[src/rtl/edfs_pkg.sv]
// edfs_pkg: shared types and constants for the edf tick scheduler
// per-task state and configuration words, sequencer states, codes
// no dependencies
`timescale 1ns / 1ps
`default_nettype none

package edfs_pkg;

    localparam int MAX_TASKS_DEF = 16;

    localparam logic [10:0] CEILING_RESET = 11'd1000;

    // input kind carried in tuser
    localparam logic OP_TICK = 1'b0;
    localparam logic OP_LOAD = 1'b1;

    // configuration register indexes
    localparam logic REG_TASK_COUNT       = 1'b0;
    localparam logic REG_DEADLINE_CEILING = 1'b1;

    localparam logic [15:0] MISS_MAX = 16'hFFFF;
    localparam logic [31:0] WAIT_MAX = 32'hFFFF_FFFF;

    // dynamic per-task state, cleared by reset
    typedef struct packed {
        logic [9:0]         rem;
        logic signed [10:0] dl;
        logic [9:0]         cd;
        logic [16:0]        jobs;
    } task_state_t;

    // per-task setup written by a load beat
    typedef struct packed {
        logic [9:0]  exec;
        logic [9:0]  period;
        logic [15:0] limit;
    } task_cfg_t;

    typedef struct packed {
        logic miss;
        logic win;
        logic waiting;
    } entry_flags_t;

    typedef enum logic [1:0] {
        S_IDLE,
        S_REL,
        S_RUN,
        S_DONE
    } seq_state_t;

    function automatic logic [9:0] eff_period(input logic [9:0] p);
        return (p == 10'd0) ? 10'd1 : p;
    endfunction

endpackage

`default_nettype wire

[src/rtl/edfs_task_store.sv]
// edfs_task_store: task state and task setup memories with registered read
// state entries carry valid bits so unwritten entries read as zero
// depends on edfs_pkg
`timescale 1ns / 1ps
`default_nettype none

module edfs_task_store #(
    parameter int MAX_TASKS = edfs_pkg::MAX_TASKS_DEF,
    parameter int IDX_W     = (MAX_TASKS > 1) ? $clog2(MAX_TASKS) : 1
) (
    input  wire                      clk,
    input  wire                      rst_n,
    input  wire  [IDX_W-1:0]         rd_addr,
    output edfs_pkg::task_state_t    rd_state,
    output edfs_pkg::task_cfg_t      rd_cfg,
    input  wire                      st_wr_en,
    input  wire  [IDX_W-1:0]         st_wr_addr,
    input  edfs_pkg::task_state_t    st_wr_data,
    input  wire                      cfg_wr_en,
    input  wire  [IDX_W-1:0]         cfg_wr_addr,
    input  edfs_pkg::task_cfg_t      cfg_wr_data
);
    import edfs_pkg::*;

    task_state_t          st_mem [MAX_TASKS];
    task_cfg_t            cfg_mem [MAX_TASKS];
    logic [MAX_TASKS-1:0] valid_reg;
    task_state_t          rd_state_reg;
    task_cfg_t            rd_cfg_reg;

    always_ff @(posedge clk or negedge rst_n)
    begin
        if (!rst_n)
        begin
            valid_reg <= '0;
        end
        else if (st_wr_en)
        begin
            valid_reg[st_wr_addr] <= 1'b1;
        end
    end

    always_ff @(posedge clk)
    begin
        if (st_wr_en)
        begin
            st_mem[st_wr_addr] <= st_wr_data;
        end
        rd_state_reg <= valid_reg[rd_addr] ? st_mem[rd_addr] : '0;
    end

    always_ff @(posedge clk)
    begin
        if (cfg_wr_en)
        begin
            cfg_mem[cfg_wr_addr] <= cfg_wr_data;
        end
        rd_cfg_reg <= cfg_mem[rd_addr];
    end

    assign rd_state = rd_state_reg;
    assign rd_cfg   = rd_cfg_reg;

endmodule

`default_nettype wire

[src/rtl/edfs_entry_unit.sv]
// edfs_entry_unit: shared per-entry update and deadline compare
// release pass: job release, miss check, selection compare; run pass: countdowns
// depends on edfs_pkg
`timescale 1ns / 1ps
`default_nettype none

module edfs_entry_unit (
    input  wire                    release_pass,
    input  edfs_pkg::task_state_t  st_in,
    input  edfs_pkg::task_cfg_t    cfg_in,
    input  wire signed [11:0]      best,
    input  wire                    is_sel,
    input  wire                    in_range,
    output edfs_pkg::task_state_t  st_out,
    output edfs_pkg::entry_flags_t flags
);
    import edfs_pkg::*;

    logic [9:0]         p;
    logic               cd_zero;
    logic               rel;
    logic signed [11:0] dl_ext;
    logic signed [11:0] rem_ext;

    always_comb
    begin
        p       = eff_period(cfg_in.period);
        cd_zero = (st_in.cd == 10'd0);
        rel     = 1'b0;
        st_out  = st_in;
        flags   = '0;
        dl_ext  = '0;
        rem_ext = '0;
        if (release_pass)
        begin
            rel = cd_zero && (st_in.jobs <= {1'b0, cfg_in.limit});
            flags.miss = rel && (st_in.rem != 10'd0) && (st_in.jobs != 17'd0);
            st_out.cd = cd_zero ? (p - 10'd1) : (st_in.cd - 10'd1);
            if (rel)
            begin
                st_out.rem  = cfg_in.exec;
                st_out.jobs = st_in.jobs + 17'd1;
                st_out.dl   = $signed({1'b0, p});
            end
            if (st_out.jobs > {1'b0, cfg_in.limit})
            begin
                st_out.rem = 10'd0;
            end
            dl_ext  = {st_out.dl[10], st_out.dl};
            rem_ext = $signed({2'b00, st_out.rem});
            flags.win = (st_out.rem != 10'd0) && (rem_ext < dl_ext) && (dl_ext < best);
        end
        else if (in_range)
        begin
            if (is_sel)
            begin
                st_out.rem = st_in.rem - 10'd1;
            end
            // deadline stops at minus one
            if (!st_in.dl[10])
            begin
                st_out.dl = st_in.dl - 11'sd1;
            end
            flags.waiting = !is_sel && (st_out.rem != 10'd0);
        end
    end

endmodule

`default_nettype wire

[src/rtl/edf_tick_scheduler.sv]
// edf_tick_scheduler: earliest-deadline-first scheduler for periodic tasks
// top level: handshake, sequencer, totals; uses edfs_task_store, edfs_entry_unit
// depends on edfs_pkg
//
//  channel   dir  handshake          contents
//  s_*       in   s_tvalid/s_tready  tuser operation, tdata task entry fields
//  m_*       out  m_tvalid/m_tready  one result beat per tick beat
//  cfg_*     in   cfg_wr_en          task_count, deadline_ceiling
//
// a load beat is written at acceptance
// for n scheduled tasks a tick beat makes one pass over the task memory for
// releases and selection, one for countdowns and waits (longer when the
// previous task lies beyond n), then posts the result
// no clearing pass after reset: per-entry valid bits give zeroed state
// a result waiting on m_tready holds back only the next tick's final cycle
`timescale 1ns / 1ps
`default_nettype none

module edf_tick_scheduler #(
    parameter int MAX_TASKS = edfs_pkg::MAX_TASKS_DEF
) (
    input  wire         clk,
    input  wire         rst_n,
    input  wire         s_tvalid,
    output logic        s_tready,
    input  wire  [39:0] s_tdata,   // task_index, exec_time, period_length, job_limit
    input  wire         s_tuser,   // operation
    output logic        m_tvalid,
    input  wire         m_tready,
    // tick_time, running_task, cpu_idle, switched, prev_completed,
    // prev_preempted, miss_count, wait_total
    output logic [71:0] m_tdata,
    input  wire         cfg_wr_en,
    input  wire         cfg_index,
    input  wire  [10:0] cfg_data
);
    import edfs_pkg::*;

    localparam int IDX_W = (MAX_TASKS > 1) ? $clog2(MAX_TASKS) : 1;
    localparam int CNT_W = $clog2(MAX_TASKS + 1);

    seq_state_t         state_reg, state_next;
    logic [CNT_W-1:0]   cnt_reg, cnt_next;
    logic [CNT_W-1:0]   n_reg, n_next;
    logic [CNT_W-1:0]   lim2_reg, lim2_next;
    logic signed [11:0] best_reg, best_next;
    logic [IDX_W-1:0]   sel_reg, sel_next;
    logic               sel_valid_reg, sel_valid_next;
    logic [IDX_W-1:0]   prev_reg, prev_next;
    logic               prev_valid_reg, prev_valid_next;
    logic [9:0]         prev_rem_reg, prev_rem_next;
    logic [15:0]        misses_reg, misses_next;
    logic [31:0]        wait_sum_reg, wait_sum_next;
    logic [15:0]        time_reg, time_next;
    logic [4:0]         task_count_reg;
    logic [10:0]        ceiling_reg;
    logic               m_tvalid_reg, m_tvalid_next;
    logic [71:0]        m_tdata_reg, m_tdata_next;

    logic [3:0]         in_task_index;
    task_cfg_t          in_cfg;

    logic [IDX_W-1:0]   rd_addr;
    task_state_t        rd_state;
    task_cfg_t          rd_cfg;
    logic               st_wr_en;
    logic [IDX_W-1:0]   st_wr_addr;
    task_state_t        st_wr_data;
    logic               cfg_mem_wr_en;
    logic [IDX_W-1:0]   cfg_mem_wr_addr;

    logic [CNT_W-1:0]   proc_cnt;
    logic [IDX_W-1:0]   proc_idx;
    logic               run_in_range;
    logic               is_sel;
    task_state_t        unit_st;
    entry_flags_t       unit_flags;

    logic               sw;
    logic               comp;
    logic               pre;

    assign in_task_index = s_tdata[3:0];
    assign in_cfg.exec   = s_tdata[13:4];
    assign in_cfg.period = s_tdata[23:14];
    assign in_cfg.limit  = s_tdata[39:24];

    assign proc_cnt     = cnt_reg - CNT_W'(1);
    assign proc_idx     = proc_cnt[IDX_W-1:0];
    assign run_in_range = (cnt_reg <= n_reg);
    assign is_sel       = sel_valid_reg && (proc_idx == sel_reg);
    assign rd_addr      = (32'(cnt_reg) < MAX_TASKS) ? cnt_reg[IDX_W-1:0] : '0;

    edfs_task_store #(
        .MAX_TASKS (MAX_TASKS),
        .IDX_W     (IDX_W)
    ) u_store (
        .clk         (clk),
        .rst_n       (rst_n),
        .rd_addr     (rd_addr),
        .rd_state    (rd_state),
        .rd_cfg      (rd_cfg),
        .st_wr_en    (st_wr_en),
        .st_wr_addr  (st_wr_addr),
        .st_wr_data  (st_wr_data),
        .cfg_wr_en   (cfg_mem_wr_en),
        .cfg_wr_addr (cfg_mem_wr_addr),
        .cfg_wr_data (in_cfg)
    );

    edfs_entry_unit u_unit (
        .release_pass (state_reg == S_REL),
        .st_in        (rd_state),
        .cfg_in       (rd_cfg),
        .best         (best_reg),
        .is_sel       (is_sel),
        .in_range     (run_in_range),
        .st_out       (unit_st),
        .flags        (unit_flags)
    );

    // configuration registers
    always_ff @(posedge clk or negedge rst_n)
    begin
        if (!rst_n)
        begin
            task_count_reg <= 5'd0;
            ceiling_reg    <= CEILING_RESET;
        end
        else if (cfg_wr_en)
        begin
            unique case (cfg_index)
                REG_TASK_COUNT:       task_count_reg <= cfg_data[4:0];
                REG_DEADLINE_CEILING: ceiling_reg    <= cfg_data;
                default:              ;
            endcase
        end
    end

    always_ff @(posedge clk or negedge rst_n)
    begin
        if (!rst_n)
        begin
            state_reg      <= S_IDLE;
            cnt_reg        <= '0;
            n_reg          <= '0;
            lim2_reg       <= '0;
            sel_valid_reg  <= 1'b0;
            prev_valid_reg <= 1'b0;
            misses_reg     <= '0;
            wait_sum_reg   <= '0;
            time_reg       <= '0;
            m_tvalid_reg   <= 1'b0;
        end
        else
        begin
            state_reg      <= state_next;
            cnt_reg        <= cnt_next;
            n_reg          <= n_next;
            lim2_reg       <= lim2_next;
            sel_valid_reg  <= sel_valid_next;
            prev_valid_reg <= prev_valid_next;
            misses_reg     <= misses_next;
            wait_sum_reg   <= wait_sum_next;
            time_reg       <= time_next;
            m_tvalid_reg   <= m_tvalid_next;
        end
    end

    always_ff @(posedge clk)
    begin
        best_reg     <= best_next;
        sel_reg      <= sel_next;
        prev_reg     <= prev_next;
        prev_rem_reg <= prev_rem_next;
        m_tdata_reg  <= m_tdata_next;
    end

    always_comb
    begin
        state_next      = state_reg;
        cnt_next        = cnt_reg;
        n_next          = n_reg;
        lim2_next       = lim2_reg;
        best_next       = best_reg;
        sel_next        = sel_reg;
        sel_valid_next  = sel_valid_reg;
        prev_next       = prev_reg;
        prev_valid_next = prev_valid_reg;
        prev_rem_next   = prev_rem_reg;
        misses_next     = misses_reg;
        wait_sum_next   = wait_sum_reg;
        time_next       = time_reg;
        m_tvalid_next   = m_tvalid_reg && !m_tready;
        m_tdata_next    = m_tdata_reg;
        s_tready        = 1'b0;
        st_wr_en        = 1'b0;
        st_wr_addr      = proc_idx;
        st_wr_data      = unit_st;
        cfg_mem_wr_en   = 1'b0;
        cfg_mem_wr_addr = IDX_W'(in_task_index);
        sw              = 1'b0;
        comp            = 1'b0;
        pre             = 1'b0;

        unique case (state_reg)
            S_IDLE:
            begin
                s_tready = 1'b1;
                if (s_tvalid)
                begin
                    if (s_tuser == OP_LOAD)
                    begin
                        // load restarts the task: release on the next tick
                        if (32'(in_task_index) < MAX_TASKS)
                        begin
                            st_wr_en        = 1'b1;
                            st_wr_addr      = IDX_W'(in_task_index);
                            st_wr_data.rem  = 10'd0;
                            st_wr_data.dl   = $signed({1'b0, eff_period(in_cfg.period)});
                            st_wr_data.cd   = 10'd0;
                            st_wr_data.jobs = 17'd0;
                            cfg_mem_wr_en   = 1'b1;
                        end
                    end
                    else
                    begin
                        n_next = (32'(task_count_reg) > MAX_TASKS) ? CNT_W'(MAX_TASKS)
                                                                   : CNT_W'(task_count_reg);
                        cnt_next       = '0;
                        best_next      = $signed({1'b0, ceiling_reg});
                        sel_valid_next = 1'b0;
                        state_next     = S_REL;
                    end
                end
            end

            S_REL:
            begin
                if (cnt_reg != '0)
                begin
                    st_wr_en = 1'b1;
                    if (unit_flags.miss && (misses_reg != MISS_MAX))
                    begin
                        misses_next = misses_reg + 16'd1;
                    end
                    if (unit_flags.win)
                    begin
                        best_next      = {unit_st.dl[10], unit_st.dl};
                        sel_next       = proc_idx;
                        sel_valid_next = 1'b1;
                    end
                end
                if (cnt_reg == n_reg)
                begin
                    cnt_next   = '0;
                    state_next = S_RUN;
                    // previous task beyond the count still needs its work read
                    if (prev_valid_reg && (CNT_W'(prev_reg) >= n_reg))
                    begin
                        lim2_next = CNT_W'(prev_reg) + CNT_W'(1);
                    end
                    else
                    begin
                        lim2_next = n_reg;
                    end
                end
                else
                begin
                    cnt_next = cnt_reg + CNT_W'(1);
                end
            end

            S_RUN:
            begin
                if (cnt_reg != '0)
                begin
                    st_wr_en = run_in_range;
                    if (unit_flags.waiting && (wait_sum_reg != WAIT_MAX))
                    begin
                        wait_sum_next = wait_sum_reg + 32'd1;
                    end
                    if (prev_valid_reg && (proc_idx == prev_reg))
                    begin
                        prev_rem_next = unit_st.rem;
                    end
                end
                if (cnt_reg == lim2_reg)
                begin
                    state_next = S_DONE;
                end
                else
                begin
                    cnt_next = cnt_reg + CNT_W'(1);
                end
            end

            S_DONE:
            begin
                sw = (sel_valid_reg != prev_valid_reg)
                     || (sel_valid_reg && (sel_reg != prev_reg));
                comp = sw && prev_valid_reg && (prev_rem_reg == 10'd0);
                pre  = sw && prev_valid_reg && (prev_rem_reg != 10'd0) && sel_valid_reg;
                if (!m_tvalid_reg || m_tready)
                begin
                    m_tvalid_next = 1'b1;
                    m_tdata_next  = {wait_sum_reg, misses_reg, pre, comp, sw,
                                     !sel_valid_reg,
                                     sel_valid_reg ? 4'(sel_reg) : 4'd0,
                                     time_reg};
                    prev_next       = sel_reg;
                    prev_valid_next = sel_valid_reg;
                    time_next       = time_reg + 16'd1;
                    state_next      = S_IDLE;
                end
            end

            default:
            begin
                state_next = S_IDLE;
            end
        endcase
    end

    assign m_tvalid = m_tvalid_reg;
    assign m_tdata  = m_tdata_reg;

    a_rel_count: assert property (@(posedge clk) disable iff (!rst_n)
        (state_reg == S_REL) |-> (cnt_reg <= n_reg))
        else $error("release pass ran past task count");

    a_run_count: assert property (@(posedge clk) disable iff (!rst_n)
        (state_reg == S_RUN) |-> (cnt_reg <= lim2_reg))
        else $error("run pass ran past its limit");

    a_sel_range: assert property (@(posedge clk) disable iff (!rst_n)
        sel_valid_reg |-> (32'(sel_reg) < 32'(n_reg)))
        else $error("selected task outside scheduled range");

    a_miss_hold: assert property (@(posedge clk) disable iff (!rst_n)
        (state_reg != S_REL) |=> $stable(misses_reg))
        else $error("miss total changed outside release pass");

    a_result_src: assert property (@(posedge clk) disable iff (!rst_n)
        $rose(m_tvalid_reg) |-> ($past(state_reg) == S_DONE))
        else $error("result beat raised outside done state");

endmodule

`default_nettype wire
[config.mk]
export PLATFORM = sky130hd
export DESIGN_NAME = edf_tick_scheduler
export DESIGN_NICKNAME = d
export VERILOG_FILES = /design/src/rtl/edfs_pkg.sv /design/src/rtl/edfs_task_store.sv /design/src/rtl/edfs_entry_unit.sv /design/src/rtl/edf_tick_scheduler.sv
export SDC_FILE = /design/constraint.sdc
export NUM_CORES = 2
export LEC_CHECK = 0
export BUFFER_PORTS_ARGS = -buffer_cell sky130_fd_sc_hd__buf_4
export CAP_MARGIN = 25
export CELL_PAD_IN_SITES_DETAIL_PLACEMENT = 1
export CELL_PAD_IN_SITES_GLOBAL_PLACEMENT = 2
export CORE_ASPECT_RATIO = 1.2
export CORE_MARGIN = 2
export CORE_UTILIZATION = 40
export CTS_CLUSTER_SIZE = 25
export DETAILED_ROUTE_END_ITERATION = 8
export HOLD_SLACK_MARGIN = 0.15
export PLACE_DENSITY_LB_ADDON = 0.25
export REMOVE_ABC_BUFFERS = 1
export SYNTH_ARGS = -nofsm -noshare
export SYNTH_HDL_FRONTEND = slang
export SYNTH_SLANG_ARGS = --single-unit
export TNS_END_PERCENT = 1
[constraint.sdc]
create_clock -name clk -period 15.5 [get_ports clk]
set_clock_uncertainty 0.05 [all_clocks]
set_input_delay 1.55 -clock clk [delete_from_list [all_inputs] [get_ports clk]]
set_output_delay 1.55 -clock clk [all_outputs]
set_load 0.01 [all_outputs]
==> reports/qor.yml <==
yosysUniqueCellTypes: 70
clockBufferDepth: 3
post-dp-hpwl_mm: 110.5
async_flop_share_pct: 7.047
fillCellCount: 16470
layout_commonest_cell: "edfxtp_1"
instances_no_fill: 7119
die-height_um: 454.6
post-route-min-period_ps: 7812
fin_hold_ws_ps: 415.3
h-tree-depth: 4
cpMaxStageDelayCell: "o31a_1"
setup_ws_ps: 7688
rsz0062_at_grt: "false"
crit_family: "compound AO/OA/AOI/OAI gates"
busiest_layer: "met2"
cpPeakStageDelay_ps: 880
vdd.ir_drop.worst_mv: 0.1273
slew_viol_final: 0
start_kind: "flop"
vias: 40880
critical_path_class: "reg -> reg"
synth-edff-count: 1446
viasPerCell: 5.742
hold_violations: 0
rr_startpoint: "u_store.rd_state[12]"
hp-class: "reg -> reg"
crit_path_end_kind: "flop"
cts_buffers: 167
first_pass_iters: 5
cts_hold_buffers: 0
ys_seq_area_share_pct: 70.94
p_leak_nw: 25.82
antenna_found_initial: 21
critPathLaunch: "u_store.rd_state[12]"
place_congestion: 0.8557
rows: 165
start_util_pct: 40.23
final_cell_mix: "edfxtp_1 (1446), a21oi_1 (447), o21ai_0 (301), mux2_2 (286), mux2i_1 (270)"
slew_headroom_pct: 29.38
use_met2_pct: 39.63
grt_start_max_net_pins: 121
clk_latency_ps: 830
power_mw: 13.27
area_growth_pct: 14.15
netlist_area_mm2: 0.06768
use_met3_pct: 3.292
coreArea_mm2: 0.1683
first_global_vias: 43110
power_density_mw_per_mm2: 171.7
fp.dieArea_mm2: 0.1725
ant_nets: 0
clock-sinks: 1646
cts_setup_buffers: 0
largest_reg_flops: 768
postCtsResizedCells: 0
ys_ff_latch: 1646
placed_cells: 6791
ioPinCount: 132
max-cap-violations: 0
wl_mm: 200.6
cts_tree: "built"
worstPathArrival_ps: 8270
tightest_slew_ps: 1059
status: "finished clean"
required_ps: 15960
post_drt_wl_per_cell_um: 28.18
synth_ff_type: "edfxtp_1"
use_met1_pct: 30.45
postSynthAreaPerCell_um2: 14.74
cp_common_cell: "o21ai_0"
setup_viol: 0
first_iter_violations: 3058
yosys_warnings: 0
cts-root-buf: "clkbuf_16"
max_freq_mhz: 128.0
hold_path_startpoint: "u_store.valid_reg[7]"
grt_usage_pct: 23.07
worstPathMaxFanout: 19
fin_crit_sh_pct: 50.40
dp_slack_ps: 7732
num-nets-final: 4849
critPathBufInv: 2
drive_above_1_share_pct: 18.15
clkTransAtPathRegs_ps: 60
grt_pass1_wl_mm: 294.9
port_buffers: 131
drc: 0
grt_overflow_total: 0
die_w_um: 379.5
syn_inst: 4593
-- kinds of logic (layout without fill, tap and decap cells) --
logic type	count (synthesis)	count (layout)	synth area share (%)
buf+inv	376	642	2.111
xor+xnor	125	125	1.658
fa+ha+maj	77	77	1.423
flops	1646	1646	70.94
mux	556	556	8.751
compound gates	1143	1143	10.28
other cells	0	6	0
simple gates	670	670	4.836
-- synthesized netlist by cell type, drive strengths merged (10+ instances only) --
cell	number	area, um2
a211oi	16	120.1
a21oi	447	2237
a221oi	85	744.5
a22oi	88	660.6
and2	19	118.9
and3	21	131.4
buf	67	267.8
clkbuf	242	909.6
dfrtp	110	2753
dfxtp	84	1682
edfxtp	1446	43420
ha	77	963.4
inv	67	251.5
mux2	286	3221
mux2i	270	2703
nand2	184	690.7
nand2b	16	100.1
nand3	148	740.7
nand4	34	212.7
nor2	129	484.2
nor2b	10	62.56
nor3	33	165.2
nor4	21	131.4
o211ai	51	382.9
o21a	12	90.09
o21ai	301	1506
o221ai	86	753.2
or2	20	125.1
xnor2	78	683.2
xor2	45	394.1
-- path summary, 6_finish.rpt --
kind                                   endpoint  slack [ps]  cells after the start
max                                 best_reg[3]        7690                     26
min                        u_store.valid_reg[7]         420                      1
max reg2reg                         best_reg[3]        7690                     26
min reg2reg                u_store.valid_reg[7]         420                      1
max in group asynchronous            cnt_reg[2]       13310                      2
min in group asynchronous          time_reg[12]         630                      1
-- per-stage QoR --
stage,utilization [%],area (um2),TNS (ps)
floorplan,-,66510,-6947940
global route,45.91,77250,0
CTS,45.85,77150,0
detailed placement,42.61,71700,0
global placement,42.56,71600,0
finish,45.92,77260,0
-- where the power goes --
| part | internal [mW] | switching (mW) | leakage, nW | total, mW |
|---|---|---|---|---|
| Clock | 2.27 | 1.74 | 2.68 | 4.02 |
| Combinational | 1.13 | 2.34 | 7.79 | 3.48 |
| Sequential | 5.58 | 0.196 | 15.4 | 5.78 |
| Total | 8.99 | 4.28 | 25.8 | 13.3 |
-- cell type report --
type | instances | area (um2) | share of cell area [%]
Antenna cell | 6 | 15.01 | 0.01943
Multi-Input combinational cell | 2571 | 18560 | 24.03
Clock buffer | 229 | 4658 | 6.029
Inverter | 67 | 260.3 | 0.3368
Clock inverter | 85 | 793.3 | 1.027
Sequential cell | 1646 | 48030 | 62.16
Tap cell | 2254 | 2820 | 3.650
Timing Repair Buffer | 261 | 2123 | 2.748
-- per-layer routing --
layer / share of wire, % / vias up
li1: - / 18090
met1: 43 / 21450
met2: 50 / 1037
met3: 4.7 / 284
met4: 2.3 / 12
met5: 0.042 / -
No activity file was read; power rests on OpenSTA's default activity.
